File: src/hdl/dmp_config_set_loader_unit_defines.svh
// Assertion macros shared by the configuration-set loader RTL.
`ifndef DMP_CONFIG_SET_LOADER_UNIT_DEFINES_SVH
`define DMP_CONFIG_SET_LOADER_UNIT_DEFINES_SVH

`ifndef ASSERT_OFF
// Clocked check, disabled while reset is high.
`define DMPCFG_ASSERT(lbl, clk, rst, prop, msg) \
  lbl: assert property (@(posedge clk) disable iff (rst) prop) else $error(msg);
// Clocked check that also holds during reset.
`define DMPCFG_ASSERT_ALWAYS(lbl, clk, prop, msg) \
  lbl: assert property (@(posedge clk) prop) else $error(msg);
`else
`define DMPCFG_ASSERT(lbl, clk, rst, prop, msg)
`define DMPCFG_ASSERT_ALWAYS(lbl, clk, prop, msg)
`endif

`endif

File: src/hdl/dmpcfg_pkg.sv
// Types, codes and constants of the configuration-set loader.
package dmpcfg_pkg;

  localparam int BANK_BITS = 5;

  localparam logic [2:0] PH_BANK    = 3'd0;
  localparam logic [2:0] PH_OFFSET  = 3'd1;
  localparam logic [2:0] PH_LENGTH  = 3'd2;
  localparam logic [2:0] PH_PAYLOAD = 3'd3;
  localparam logic [2:0] PH_SPECIAL = 3'd4;
  localparam logic [2:0] PH_DROP    = 3'd5;

  localparam logic [1:0] ACT_WRITE = 2'd0;
  localparam logic [1:0] ACT_INTEN = 2'd1;
  localparam logic [1:0] ACT_ERROR = 2'd2;
  localparam logic [1:0] ACT_TRUNC = 2'd3;

  localparam logic [7:0] SPECIAL_INTEN = 8'h01;
  localparam logic [7:0] INTEN_VALUE   = 8'h32;

  typedef struct packed {
    logic [7:0] set_byte;
    logic       set_end;
  } set_item_t;

  typedef struct packed {
    logic [1:0] action;
    logic [4:0] mem_bank;
    logic [7:0] mem_address;
    logic [7:0] write_value;
    logic       final_res;
  } res_item_t;

  typedef struct packed {
    logic valid;  // stage register holds an item
    logic adv;    // that item moves on this cycle
  } stage_ctl_t;

endpackage

File: src/hdl/dmpcfg_in_stage.sv
// Input skid buffer and stage register of the configuration-set loader.
`include "dmp_config_set_loader_unit_defines.svh"

module dmpcfg_in_stage (
  input  logic                  clk,
  input  logic                  rst,
  input  logic                  set_valid,
  output logic                  set_ready,
  input  dmpcfg_pkg::set_item_t set_item,
  input  logic                  take,
  output dmpcfg_pkg::stage_ctl_t ctl,
  output dmpcfg_pkg::set_item_t stage_item
);

  logic                  s1_valid;
  dmpcfg_pkg::set_item_t s1_item;
  logic                  skid_valid;
  dmpcfg_pkg::set_item_t skid_item;
  logic                  s1_adv;
  logic                  s1_free;
  logic                  in_fire;

  assign set_ready = !skid_valid;
  assign in_fire   = set_valid && set_ready;
  assign s1_adv    = s1_valid && take;
  assign s1_free   = !s1_valid || s1_adv;

  assign ctl.valid  = s1_valid;
  assign ctl.adv    = s1_adv;
  assign stage_item = s1_item;

  always_ff @(posedge clk) begin
    if (rst) begin
      s1_valid   <= 1'b0;
      skid_valid <= 1'b0;
    end else begin
      if (s1_free) begin
        if (skid_valid) begin
          s1_valid   <= 1'b1;
          skid_valid <= 1'b0;
        end else begin
          s1_valid <= in_fire;
        end
      end else if (in_fire) begin
        skid_valid <= 1'b1;
      end
    end
  end

  always_ff @(posedge clk) begin
    if (s1_free) begin
      if (skid_valid) begin
        s1_item <= skid_item;
      end else if (in_fire) begin
        s1_item <= set_item;
      end
    end else if (in_fire) begin
      skid_item <= set_item;
    end
  end

  `DMPCFG_ASSERT(a_skid_behind_stage, clk, rst, skid_valid |-> s1_valid,
                 "skid holds an item while the stage register is empty")
  `DMPCFG_ASSERT(a_stage_holds, clk, rst,
                 s1_valid && !s1_adv |=> s1_valid && $stable(s1_item),
                 "stalled stage item lost or changed")
  `DMPCFG_ASSERT(a_skid_holds, clk, rst,
                 skid_valid && !s1_adv |=> skid_valid && $stable(skid_item),
                 "stalled skid item lost or changed")

endmodule

File: src/hdl/dmpcfg_parser.sv
// Record parser: phase, bank, address and count state plus result decode.
`include "dmp_config_set_loader_unit_defines.svh"

module dmpcfg_parser (
  input  logic                   clk,
  input  logic                   rst,
  input  dmpcfg_pkg::stage_ctl_t ctl,
  input  dmpcfg_pkg::set_item_t  item,
  output logic                   res_has,
  output dmpcfg_pkg::res_item_t  res
);

  logic [2:0]                       phase;
  logic [2:0]                       phase_next;
  logic [dmpcfg_pkg::BANK_BITS-1:0] cur_bank;
  logic [dmpcfg_pkg::BANK_BITS-1:0] cur_bank_next;
  logic [7:0]                       cur_addr;
  logic [7:0]                       cur_addr_next;
  logic [7:0]                       bytes_left;
  logic [7:0]                       bytes_left_next;
  logic [7:0]                       left_dec;

  // Remaining count after this payload byte, floored at zero.
  assign left_dec = (bytes_left == 8'd0) ? 8'd0 : bytes_left - 8'd1;

  always_comb begin
    phase_next      = phase;
    cur_bank_next   = cur_bank;
    cur_addr_next   = cur_addr;
    bytes_left_next = bytes_left;
    res_has         = 1'b0;
    res             = '0;
    case (phase)
      dmpcfg_pkg::PH_OFFSET: begin
        if (item.set_end) begin
          phase_next    = dmpcfg_pkg::PH_BANK;
          res_has       = 1'b1;
          res.action    = dmpcfg_pkg::ACT_TRUNC;
          res.final_res = 1'b1;
        end else begin
          cur_addr_next = item.set_byte;
          phase_next    = dmpcfg_pkg::PH_LENGTH;
        end
      end
      dmpcfg_pkg::PH_LENGTH: begin
        if (item.set_end) begin
          phase_next    = dmpcfg_pkg::PH_BANK;
          res_has       = 1'b1;
          res.action    = dmpcfg_pkg::ACT_TRUNC;
          res.final_res = 1'b1;
        end else begin
          bytes_left_next = item.set_byte;
          phase_next      = (item.set_byte != 8'd0) ? dmpcfg_pkg::PH_PAYLOAD
                                                    : dmpcfg_pkg::PH_SPECIAL;
        end
      end
      dmpcfg_pkg::PH_PAYLOAD: begin
        res_has = 1'b1;
        if (item.set_end && (left_dec != 8'd0)) begin
          phase_next      = dmpcfg_pkg::PH_BANK;
          bytes_left_next = 8'd0;
          res.action      = dmpcfg_pkg::ACT_TRUNC;
          res.final_res   = 1'b1;
        end else begin
          bytes_left_next = left_dec;
          cur_addr_next   = cur_addr + 8'd1;
          // bank steps when the address wraps
          if (cur_addr == 8'hFF) begin
            cur_bank_next = cur_bank + 1'b1;
          end
          if (left_dec == 8'd0) begin
            phase_next = dmpcfg_pkg::PH_BANK;
          end
          res.action      = dmpcfg_pkg::ACT_WRITE;
          res.mem_bank    = 5'(cur_bank);
          res.mem_address = cur_addr;
          res.write_value = item.set_byte;
          res.final_res   = item.set_end;
        end
      end
      dmpcfg_pkg::PH_SPECIAL: begin
        res_has       = 1'b1;
        res.final_res = item.set_end;
        if (item.set_byte == dmpcfg_pkg::SPECIAL_INTEN) begin
          phase_next      = dmpcfg_pkg::PH_BANK;
          res.action      = dmpcfg_pkg::ACT_INTEN;
          res.write_value = dmpcfg_pkg::INTEN_VALUE;
        end else begin
          phase_next = item.set_end ? dmpcfg_pkg::PH_BANK : dmpcfg_pkg::PH_DROP;
          res.action = dmpcfg_pkg::ACT_ERROR;
        end
      end
      dmpcfg_pkg::PH_DROP: begin
        if (item.set_end) begin
          phase_next = dmpcfg_pkg::PH_BANK;
        end
      end
      default: begin
        // bank byte; unused phase codes land here too
        if (item.set_end) begin
          phase_next    = dmpcfg_pkg::PH_BANK;
          res_has       = 1'b1;
          res.action    = dmpcfg_pkg::ACT_TRUNC;
          res.final_res = 1'b1;
        end else begin
          cur_bank_next = item.set_byte[dmpcfg_pkg::BANK_BITS-1:0];
          phase_next    = dmpcfg_pkg::PH_OFFSET;
        end
      end
    endcase
  end

  always_ff @(posedge clk) begin
    if (rst) begin
      phase      <= dmpcfg_pkg::PH_BANK;
      cur_bank   <= '0;
      cur_addr   <= 8'd0;
      bytes_left <= 8'd0;
    end else if (ctl.adv) begin
      phase      <= phase_next;
      cur_bank   <= cur_bank_next;
      cur_addr   <= cur_addr_next;
      bytes_left <= bytes_left_next;
    end
  end

  `DMPCFG_ASSERT(a_adv_has_item, clk, rst, ctl.adv |-> ctl.valid,
                 "parser advanced with no item in the stage register")
  `DMPCFG_ASSERT(a_end_resyncs, clk, rst,
                 ctl.adv && item.set_end |=> phase == dmpcfg_pkg::PH_BANK,
                 "set end did not return the parser to the bank byte")
  `DMPCFG_ASSERT(a_payload_count, clk, rst,
                 phase == dmpcfg_pkg::PH_PAYLOAD |-> bytes_left != 8'd0,
                 "payload phase with no bytes left")
  `DMPCFG_ASSERT(a_trunc_only_at_end, clk, rst,
                 ctl.adv && res_has && res.action == dmpcfg_pkg::ACT_TRUNC
                   |-> item.set_end && res.final_res,
                 "truncation reported away from the end of a set")

endmodule

File: src/hdl/dmpcfg_out_reg.sv
// Result register of the configuration-set loader.
module dmpcfg_out_reg (
  input  logic                  clk,
  input  logic                  rst,
  input  logic                  load,
  input  logic                  res_has,
  input  dmpcfg_pkg::res_item_t res,
  output logic                  res_valid,
  input  logic                  res_ready,
  output dmpcfg_pkg::res_item_t res_item
);

  always_ff @(posedge clk) begin
    if (rst) begin
      res_valid <= 1'b0;
    end else if (load) begin
      res_valid <= res_has;
    end else if (res_ready) begin
      res_valid <= 1'b0;
    end
  end

  always_ff @(posedge clk) begin
    if (load && res_has) begin
      res_item <= res;
    end
  end

endmodule

File: src/hdl/dmp_config_set_loader_unit.sv
// Top level of the configuration-set loader.
//
// Takes a configuration set one byte per transfer and turns it into memory
// writes and control actions. A set is a chain of records: bank byte, offset
// byte, length byte, then that many payload bytes, each of which comes out as
// one memory write at the running bank/address (address wraps at 256 and
// bumps the bank). A zero length is followed by one special byte: 0x01 gives
// an interrupt-enable action with value 0x32; anything else gives an error
// and the rest of the set is dropped. A set that ends mid-record gives a
// truncation result. set_end marks the last byte; final_res marks a result
// made by that byte. Throughput is one byte per cycle while the receiver keeps
// res_ready high: each byte passes a stage register, the combinational
// parser logic and the result register, whose load raises res_valid for
// the result transfer. Bytes that make no result (header bytes,
// dropped bytes) make no output transfer. set_ready comes straight from a
// flop (a one-entry skid buffer), so there is no combinational path from
// res_ready to set_ready. No configuration registers; reset is synchronous
// and active high.

module dmp_config_set_loader_unit (
  input  logic                  clk,
  input  logic                  rst,
  input  logic                  set_valid,
  output logic                  set_ready,
  input  dmpcfg_pkg::set_item_t set_item,
  output logic                  res_valid,
  input  logic                  res_ready,
  output dmpcfg_pkg::res_item_t res_item
);

  dmpcfg_pkg::stage_ctl_t ctl;
  dmpcfg_pkg::set_item_t  stage_item;
  dmpcfg_pkg::res_item_t  res;
  logic                   res_has;
  logic                   take;

  // Stage may move when the result register is empty or drains this cycle.
  assign take = !res_valid || res_ready;

  dmpcfg_in_stage u_in_stage (
    .clk        (clk),
    .rst        (rst),
    .set_valid  (set_valid),
    .set_ready  (set_ready),
    .set_item   (set_item),
    .take       (take),
    .ctl        (ctl),
    .stage_item (stage_item)
  );

  // Parser state advances only when the stage item transfers onward.
  dmpcfg_parser u_parser (
    .clk     (clk),
    .rst     (rst),
    .ctl     (ctl),
    .item    (stage_item),
    .res_has (res_has),
    .res     (res)
  );

  dmpcfg_out_reg u_out_reg (
    .clk       (clk),
    .rst       (rst),
    .load      (ctl.adv),
    .res_has   (res_has),
    .res       (res),
    .res_valid (res_valid),
    .res_ready (res_ready),
    .res_item  (res_item)
  );

endmodule

File: config.mk
export PLATFORM = sky130hd
export DESIGN_NAME = dmp_config_set_loader_unit
export DESIGN_NICKNAME = d
export VERILOG_FILES = /design/src/hdl/dmpcfg_pkg.sv /design/src/hdl/dmpcfg_in_stage.sv /design/src/hdl/dmpcfg_parser.sv /design/src/hdl/dmpcfg_out_reg.sv /design/src/hdl/dmp_config_set_loader_unit.sv
export VERILOG_INCLUDE_DIRS = /design/src /design/src/hdl
export SDC_FILE = /design/constraint.sdc
export NUM_CORES = 1
export LEC_CHECK = 0
export BUFFER_PORTS_ARGS = -buffer_cell sky130_fd_sc_hd__buf_2
export CORE_ASPECT_RATIO = 1.2
export CORE_MARGIN = 1.5
export CORE_UTILIZATION = 49
export CTS_CLUSTER_SIZE = 16
export DETAILED_ROUTE_END_ITERATION = 8
export GPL_ROUTABILITY_DRIVEN = 0
export HOLD_SLACK_MARGIN = 0.08
export PLACE_DENSITY_LB_ADDON = 0.1
export RECOVER_POWER = 25
export SYNTH_ARGS = -nofsm -noshare
export SYNTH_HDL_FRONTEND = slang
export SYNTH_SLANG_ARGS = --single-unit
File: constraint.sdc
create_clock -name clk -period 3.33 [get_ports clk]
set_input_delay 0.999 -clock clk [delete_from_list [all_inputs] [get_ports clk]]
set_output_delay 0.999 -clock clk [all_outputs]
set_load 0.005 [all_outputs]
After elaboration in Yosys (flattened, before gate mapping)
Cells that the tools add are included.
W data, S select, Z words.
{"block": "classes", "add_sub_neg": 3, "multipliers": 0, "div": 0, "order_cmp": 0, "eq_ne": 14, "shift": 0, "mux": 36, "bitwise_logic": 3, "reduce_logical": 27}
{"operator": "$pmux W8 S2", "n": 3}
{"operator": "$mux W8", "n": 5}
{"operator": "$mux W3", "n": 7}
{"operator": "$mux W9", "n": 2}
{"operator": "$logic_not A8 Y1", "n": 2}
{"operator": "$reduce_bool A8 Y1", "n": 2}
{"operator": "$mux W5", "n": 3}
{"operator": "$pmux W3 S5", "n": 1}
{"operator": "$pmux W5 S2", "n": 1}
{"operator": "$add A8 B1 Y8 const B", "n": 1}
{"operator": "$eq A8 B1 Y1 const B", "n": 1}
{"operator": "$eq A8 B8 Y1 const B", "n": 1}
{"operator": "$mux W2", "n": 4}
{"operator": "$ne A2 B2 Y1 const B", "n": 4}
{"operator": "$reduce_bool A2 Y1", "n": 4}
{"operator": "$sub A8 B1 Y8 const B", "n": 1}
{"operator": "$eq A3 B2 Y1 const B", "n": 2}
{"operator": "$eq A3 B3 Y1 const B", "n": 2}
{"operator": "$mux W1", "n": 6}
{"operator": "$mux W6", "n": 1}
{"operator": "$pmux W2 S3", "n": 1}
{"operator": "$reduce_and A3 Y1", "n": 2}
{"operator": "$reduce_or A2 Y1", "n": 3}
{"operator": "$add A5 B1 Y5 const B", "n": 1}
{"operator": "other kinds (13)", "n": 23}
{"block": "totals", "reg_bits": 69, "latchBits": 0, "ram_bits": 0, "romBits": 0, "out_inout_bits": 26, "n_memories": 0}

Logic depth before layout (Yosys ltp)
Gate-level depths: netlist of run 1.
{"block": "logic_depth", "word_depth": 6, "ltp_mapped": 8}

Modules after synthesis
Synthesis of run 1 repeated with hierarchy kept, for this count alone.
{"block": "unflattened", "cells_unflattened": 319, "hier_area_um2": 3435.8}
{"mod": "dmpcfg_parser", "n_inst": 1, "cells_each": 249, "area_per_inst_um2": 1889.3, "seq_area_each_um2": 480.5}
{"mod": "dmpcfg_in_stage", "n_inst": 1, "cells_each": 40, "area_per_inst_um2": 778.2, "seq_area_each_um2": 580.6}
{"mod": "dmpcfg_out_reg", "n_inst": 1, "cells_each": 29, "area_per_inst_um2": 762.0, "seq_area_each_um2": 740.7}
{"mod": "dmp_config_set_loader_unit", "n_inst": 1, "cells_each": 1, "area_per_inst_um2": 6.3, "seq_area_each_um2": 0.0}

Worst setup path after synthesis of run 1
OpenSTA, ideal clock, no wires.
{"block": "synth_timing", "kind": "input-to-reg", "startpoint": "input port res_ready", "endpoint": "register u_out_reg.res_item[0] (netlist name)", "setup_time_ns": 0.409, "arrival_time_ns": 2.401, "t_required_ns": 2.921, "setup_slack_ns": 0.520, "path_stages": 3, "n_path_buf": 0, "path_cell_list": "nand2b_1 nand2_1 nor2b_1"}
{"block": "synth_via", "elab_chain_len": 3}
{"element": "from (decl)", "line": "dmp_config_set_loader_unit.sv:27", "text": "input logic res_ready,"}
{"element": "$logic_or A1 B1 Y1", "line": "dmp_config_set_loader_unit.sv:38", "text": "assign take = !res_valid || res_ready;"}
{"element": "$logic_and A1 B1 Y1", "line": "dmpcfg_in_stage.sv:25", "text": "assign s1_adv = s1_valid && take;"}
{"element": "$logic_and A1 B1 Y1", "line": "dmpcfg_out_reg.sv:24", "text": "if (load && res_has) begin"}
Every way passes these cells.
A chain may end at the register's enable or synchronous reset.

==> qor.txt, run 1 <==
status -> finished clean
WP data required -> 3520 ps
leading area contributor after synthesis -> edfxtp_1
Clock Tree Buf Depth -> 2
first-pass GRT wire length -> 13,000 um
final setup violation count -> 0
minimum clock period -> 2640 ps
unrepaired setup endpoints after global routing -> no
Mapped Area -> 0.00346 sq mm
gr usage total -> 0.227
Distinct cells, synth -> 49
Final nets -> 391
CTS Buf Count -> 9
LEAKAGE -> 0.00142 uW
dpl hpwl -> 5560 um
average wire per standard cell -> 17.2 um
Placed Cells incl. Taps -> 451
fraction of registers with async set/reset -> 0
sequential share of the synthesized area -> 0.521
clock skew -> 14.5 ps
Area contributors post-synth -> edfxtp_1, dfxtp_1, o31ai_1
Syn Nets -> 357
die area -> 0.00757 sq mm
Yosys Warn Count -> 0
Post-Route WL -> 8040 um
Startpoint Class -> primary input
Synth Area per Inst -> 10.1 sq um
pwr dens -> 423 mW/mm^2
Max Cap Viol -> 0
post-CTS setup buffers -> 0
Antenna Cells -> 0
IO Count -> 39
Die Width -> 79.7 um
Power Total -> 1650 uW
worst-skew pair later-pin latency -> 340 ps
Synth-to-Final Area Change -> 12.7%
vias in the first global route -> 2,696
number of I/O port buffers -> 38
cell area after layout -> 0.00390 sq mm
Slowest Stage Delay on Critical Path -> 930 ps
Post-synth EDFFs -> 42
Worst R2R Start -> u_parser.bytes_left[0]
Final Cycle Share -> 0.793
setup TNS -> 0 ps
worst path cell trace -> clkbuf_1, inv_1, o2111ai_1, o41ai_1
endpoint kind of the worst setup timing path -> flip-flop
Worst Setup Path Type -> in -> reg
# DRC -> 0
area post-placement -> 0.00374 sq mm
gr ovfl total -> 0
Post-Syn Instances -> 341
type of the most critical hold path -> reg -> reg
routed vias/inst -> 6.16
final hold vios -> 0
die extent in y -> 95.0 um
Final ANT Viol Nets -> 0
DR vias -> 2,876
core area -> 0.00681 sq mm
Reg2Reg Depth -> 5
Worst R2R End -> u_parser.cur_bank[0]
CP startpoint -> rst
detailed-router iteration count before antenna repair -> 5
layout cells sized above 1 -> 0.189
Synth Flop Type -> edfxtp_1
Arrival @ worst endpoint -> 2830 ps
R2R Setup Slk -> 800 ps
Initial Util -> 0.507
Yosys top cell area share -> 0.365
CTS tree -> built
largest net degree at the start of global routing -> 28
Final Non-Filler Cells -> 467
Clock Sinks -> 69
slew margin rel. -> 0.133
fin. max-slew vios -> 0
critical path fanouts, max -> 27
worst slew pin tran -> 1300 ps
Max Clk Rate -> 379 MHz
Worst-path clk slew -> 80 ps
Critical Path End -> u_parser.cur_addr[0]
initial antenna violation count -> 0
# hold bufs at CTS -> 0
Critical-path top delay cell -> clkbuf_1
CTS root buffer -> clkbuf_8
H-Tree Depth -> 3
row cnt -> 33
peak supply drop -> 315 uV
drt initial violations -> 191
Resized Gates After CTS -> 0
Seq cells post-synth -> 69
area by class of cell:
| type | count | area (sq um) |
|---|---|---|
| fill | 585 | 2920 |
| sequential | 69 | 1800 |
| multi-input combinational | 239 | 1540 |
| timing repair buffer | 46 | 241 |
| clock buffer | 10 | 128 |
| tap | 87 | 109 |
| clock inverter | 6 | 40.0 |
| inverter | 10 | 37.5 |
per-layer routing:
layer | routed length, um | share of wire | GRT usage
met1 | 3440 | 0.43 | 0.268
met2 | 3960 | 0.49 | 0.386
met5 | 0 | 0 | 0
met3 | 361 | 0.045 | 0.0402
met4 | 276 | 0.034 | 0.130
Yosys cell counts, types with 2 or more instances:
master / n
dfxtp_1: 27
or2_2: 3
nand2_1: 27
a21o_1: 4
a211oi_1: 2
o41a_1: 2
nor2b_1: 3
or3_1: 5
nor3b_1: 2
o31ai_1: 20
a21boi_0: 2
or4_1: 4
a311o_1: 2
buf_1: 2
a311oi_1: 3
ha_1: 3
a31oi_1: 6
nand2b_1: 6
o221ai_1: 2
mux2i_1: 2
nor3_1: 9
and3_1: 16
o21ai_0: 15
inv_1: 10
nand3_1: 15
clkbuf_1: 21
and3b_1: 2
edfxtp_1: 42
o211ai_1: 4
nor2_1: 20
nand4_1: 2
nor4_1: 3
nand3b_1: 3
o31a_1: 5
o41ai_1: 6
mux2_2: 9
a21oi_1: 20
worst min path at each step:
stage / from / end / slack, ps / depth (start not counted)
finish: u_parser.cur_bank[4] / u_parser.cur_bank[4] / 520 / 2
global placement: u_parser.bytes_left[6] / u_parser.bytes_left[6] / 500 / 2
floorplan: u_parser.cur_bank[4] / u_parser.cur_bank[4] / 470 / 2
global route: u_parser.cur_bank[4] / u_parser.cur_bank[4] / 550 / 2
detailed placement: u_parser.cur_bank[4] / u_parser.cur_bank[4] / 510 / 2
CTS: u_parser.cur_bank[4] / u_parser.cur_bank[4] / 520 / 2
where the power goes:
| part | switching [uW] | internal (uW) | total, uW |
|---|---|---|---|
| clock | 320 | 269 | 589 |
| sequential | 27.8 | 926 | 954 |
| combinational | 63.6 | 40.8 | 104 |
cells in the final DEF, fill, tap and decap left out, drive strengths merged, types with 10 or more instances in the layout:
cell / synthesis / layout
edfxtp: 42 / 42
buf: 2 / 39
nand2: 27 / 27
dfxtp: 27 / 27
a21oi: 20 / 20
nor2: 20 / 20
o31ai: 20 / 20
clkbuf: 21 / 17
and3: 16 / 16
nand3: 15 / 15
o21ai: 15 / 15
inv: 10 / 10
mux2: 10 / 10
metrics by stage:
step,hold WS (ps),util,setup slack [ps]
2_1_floorplan,471,-,520
3_3_place_gp,499,0.549,825
3_5_place_dp,507,0.549,775
4_1_cts,520,0.573,825
5_1_grt,551,0.572,499
6_report,523,0.572,691
critical path, delay by kind of cell:
| family | cells | cell delay (ps) |
|---|---|---|
| AOI/OAI and AO/OA | 2 | 360 |
| buffers and inverters | 2 | 1460 |
logic make-up after synthesis:
| group | synth area share |
|---|---|
| muxes | 0.0394 |
| and+or+nand+nor | 0.189 |
| adders and majority gates | 0.0109 |
| DFF | 0.521 |
| AOI/OAI and AO/OA | 0.201 |
| buffers and inverters | 0.0358 |
| xor gates and xnor gates | 0.00253 |
sequential cells by signal (all words and copies together) (netlist names):
name	count
u_in_stage.s1_valid	1
u_in_stage.skid_item	9
u_in_stage.skid_valid	1
u_in_stage.stage_item	9
u_out_reg.res_item	24
u_out_reg.res_valid	1
u_parser.bytes_left	8
u_parser.cur_addr	8
u_parser.cur_bank	5
u_parser.phase	3
Power figures use the tool's default switching activity.
==> run 2: changes to the inputs <==
Clock period 3.33 ns to 2.4 ns, I/O delays scaled along.
==> run 2 against run 1 <==
Against the previous run:
- final cell count grew 4.7%
- flip-flop and latch count is the same
- clock-buffer cell count grew 5
- clock skew shrank 6.4 ps
- critical path type is now reg -> reg
==> qor.txt, run 2 (synthesized netlist as in run 1, its figures left out) <==
status -> finished clean
R2R Setup Slk -> 30 ps
Arrival @ worst endpoint -> 2640 ps
H-Tree Depth -> 3
CTS Buf Count -> 9
pwr dens -> 573 mW/mm^2
die area -> 0.00757 sq mm
Final nets -> 413
Reg2Reg Depth -> 5
layout cells sized above 1 -> 0.239
clock skew -> 8.15 ps
first-pass GRT wire length -> 13,100 um
Final Cycle Share -> 0.986
cell area after layout -> 0.00410 sq mm
LEAKAGE -> 0.00154 uW
# hold bufs at CTS -> 0
number of I/O port buffers -> 38
drt initial violations -> 163
fin worst setup slack -> 33.6 ps
Worst-path clk slew -> 70 ps
area post-placement -> 0.00391 sq mm
commonest non-fill, non-tap cell in the layout -> edfxtp_1
most frequent cells in the layout -> edfxtp_1, buf_2, buf_4
Clock Sinks -> 69
slew margin rel. -> 0.427
Hold Path Stages -> 2
unrepaired setup endpoints after global routing -> yes
fin. max-slew vios -> 0
WP data required -> 2680 ps
row cnt -> 33
Clock Tree Buf Depth -> 2
routed vias/inst -> 5.94
CTS tree -> built
Max Clk Rate -> 423 MHz
critical path fanouts, max -> 8
Largest register FFs -> 24
Startpoint Class -> flip-flop
Max Cap Viol -> 0
worst slack, placed -> 77.9 ps
gr ovfl total -> 0
endpoint kind of the worst setup timing path -> flip-flop
Antenna Cells -> 0
dpl hpwl -> 5830 um
die extent in y -> 95.0 um
Placed Cells incl. Taps -> 472
detailed-router iteration count before antenna repair -> 7
minimum clock period -> 2370 ps
final hold vios -> 0
final setup violation count -> 0
Initial Util -> 0.507
CTS root buffer -> clkbuf_8
Post-Route WL -> 8150 um
initial antenna violation count -> 0
peak supply drop -> 358 uV
DR vias -> 2,904
setup TNS -> 0 ps
Final Non-Filler Cells -> 489
vias in the first global route -> 2,742
gr usage total -> 0.231
# DRC -> 0
Die Width -> 79.7 um
Worst Setup Path Type -> reg -> reg
Final ANT Viol Nets -> 0
worst-skew pair later-pin latency -> 340 ps
Filler Cell Count -> 624
largest net degree at the start of global routing -> 27
most flop-heavy register -> u_out_reg.res_item
core area -> 0.00681 sq mm
worst slew pin tran -> 860 ps
IO Count -> 39
type of the most critical hold path -> reg -> reg
Power Total -> 2350 uW
Synth-to-Final Area Change -> 18.6%
average wire per standard cell -> 16.7 um
==> run 2: area by class of cell <==
class,instances,area [sq um],share of cell area
clock inverters,1,3.75,0.000915
inverters,10,37.5,0.00915
well taps,87,109,0.0265
clock buffers,15,176,0.0430
flip-flops and latches,69,1800,0.439
multi-input cells,239,1550,0.379
repair buffers,68,418,0.102
==> run 2: timing repair <==
action | in CTS | in global routing
setup buffers | 0 | 1
hold endpoints to repair | 0 | 0
gates resized for setup | 0 | 4
endpoints found under the setup margin | 0 | 3
==> run 2: power breakdown <==
group / total (uW) / leakage, uW / switching (uW) / internal (uW)
registers: 1320 / 0.000620 / 32.4 / 1290
logic: 174 / 0.000826 / 100 / 73.3
clock network: 857 / 0.0000914 / 399 / 458
total: 2350 / 0.00154 / 532 / 1820
==> run 2: path summary, 6_finish.rpt <==
path,start,endpoint
hold reg to reg,u_parser.cur_bank[4],u_parser.cur_bank[4]
setup / recovery,u_parser.bytes_left[1],u_parser.cur_bank[0]
setup reg to reg,u_parser.bytes_left[1],u_parser.cur_bank[0]
hold / removal,u_parser.cur_bank[4],u_parser.cur_bank[4]
==> run 2: metal layers <==
layer / up-vias / part of all wire / GRT usage
met1: 1368 / 0.42 / 0.273
met2: 94 / 0.51 / 0.403
met4: 0 / 0.021 / 0.104
li1: 1427 / - / -
met5: - / 0 / 0
met3: 15 / 0.048 / 0.0478
==> run 2: worst max-delay path: stages, from the launching register on <==
cell and delay, ps:
dfxtp_1 330, or4_4 530, mux2_4 360, o41a_1 430
or4_4 520, a21oi_2 130
==> run 2: metrics by stage <==
stage,utilization,hold slack (ps)
final,0.602,521
after global routing,0.602,546
after CTS,0.600,528
after detailed placement,0.574,516
after global placement,0.574,505
after floorplan,-,471
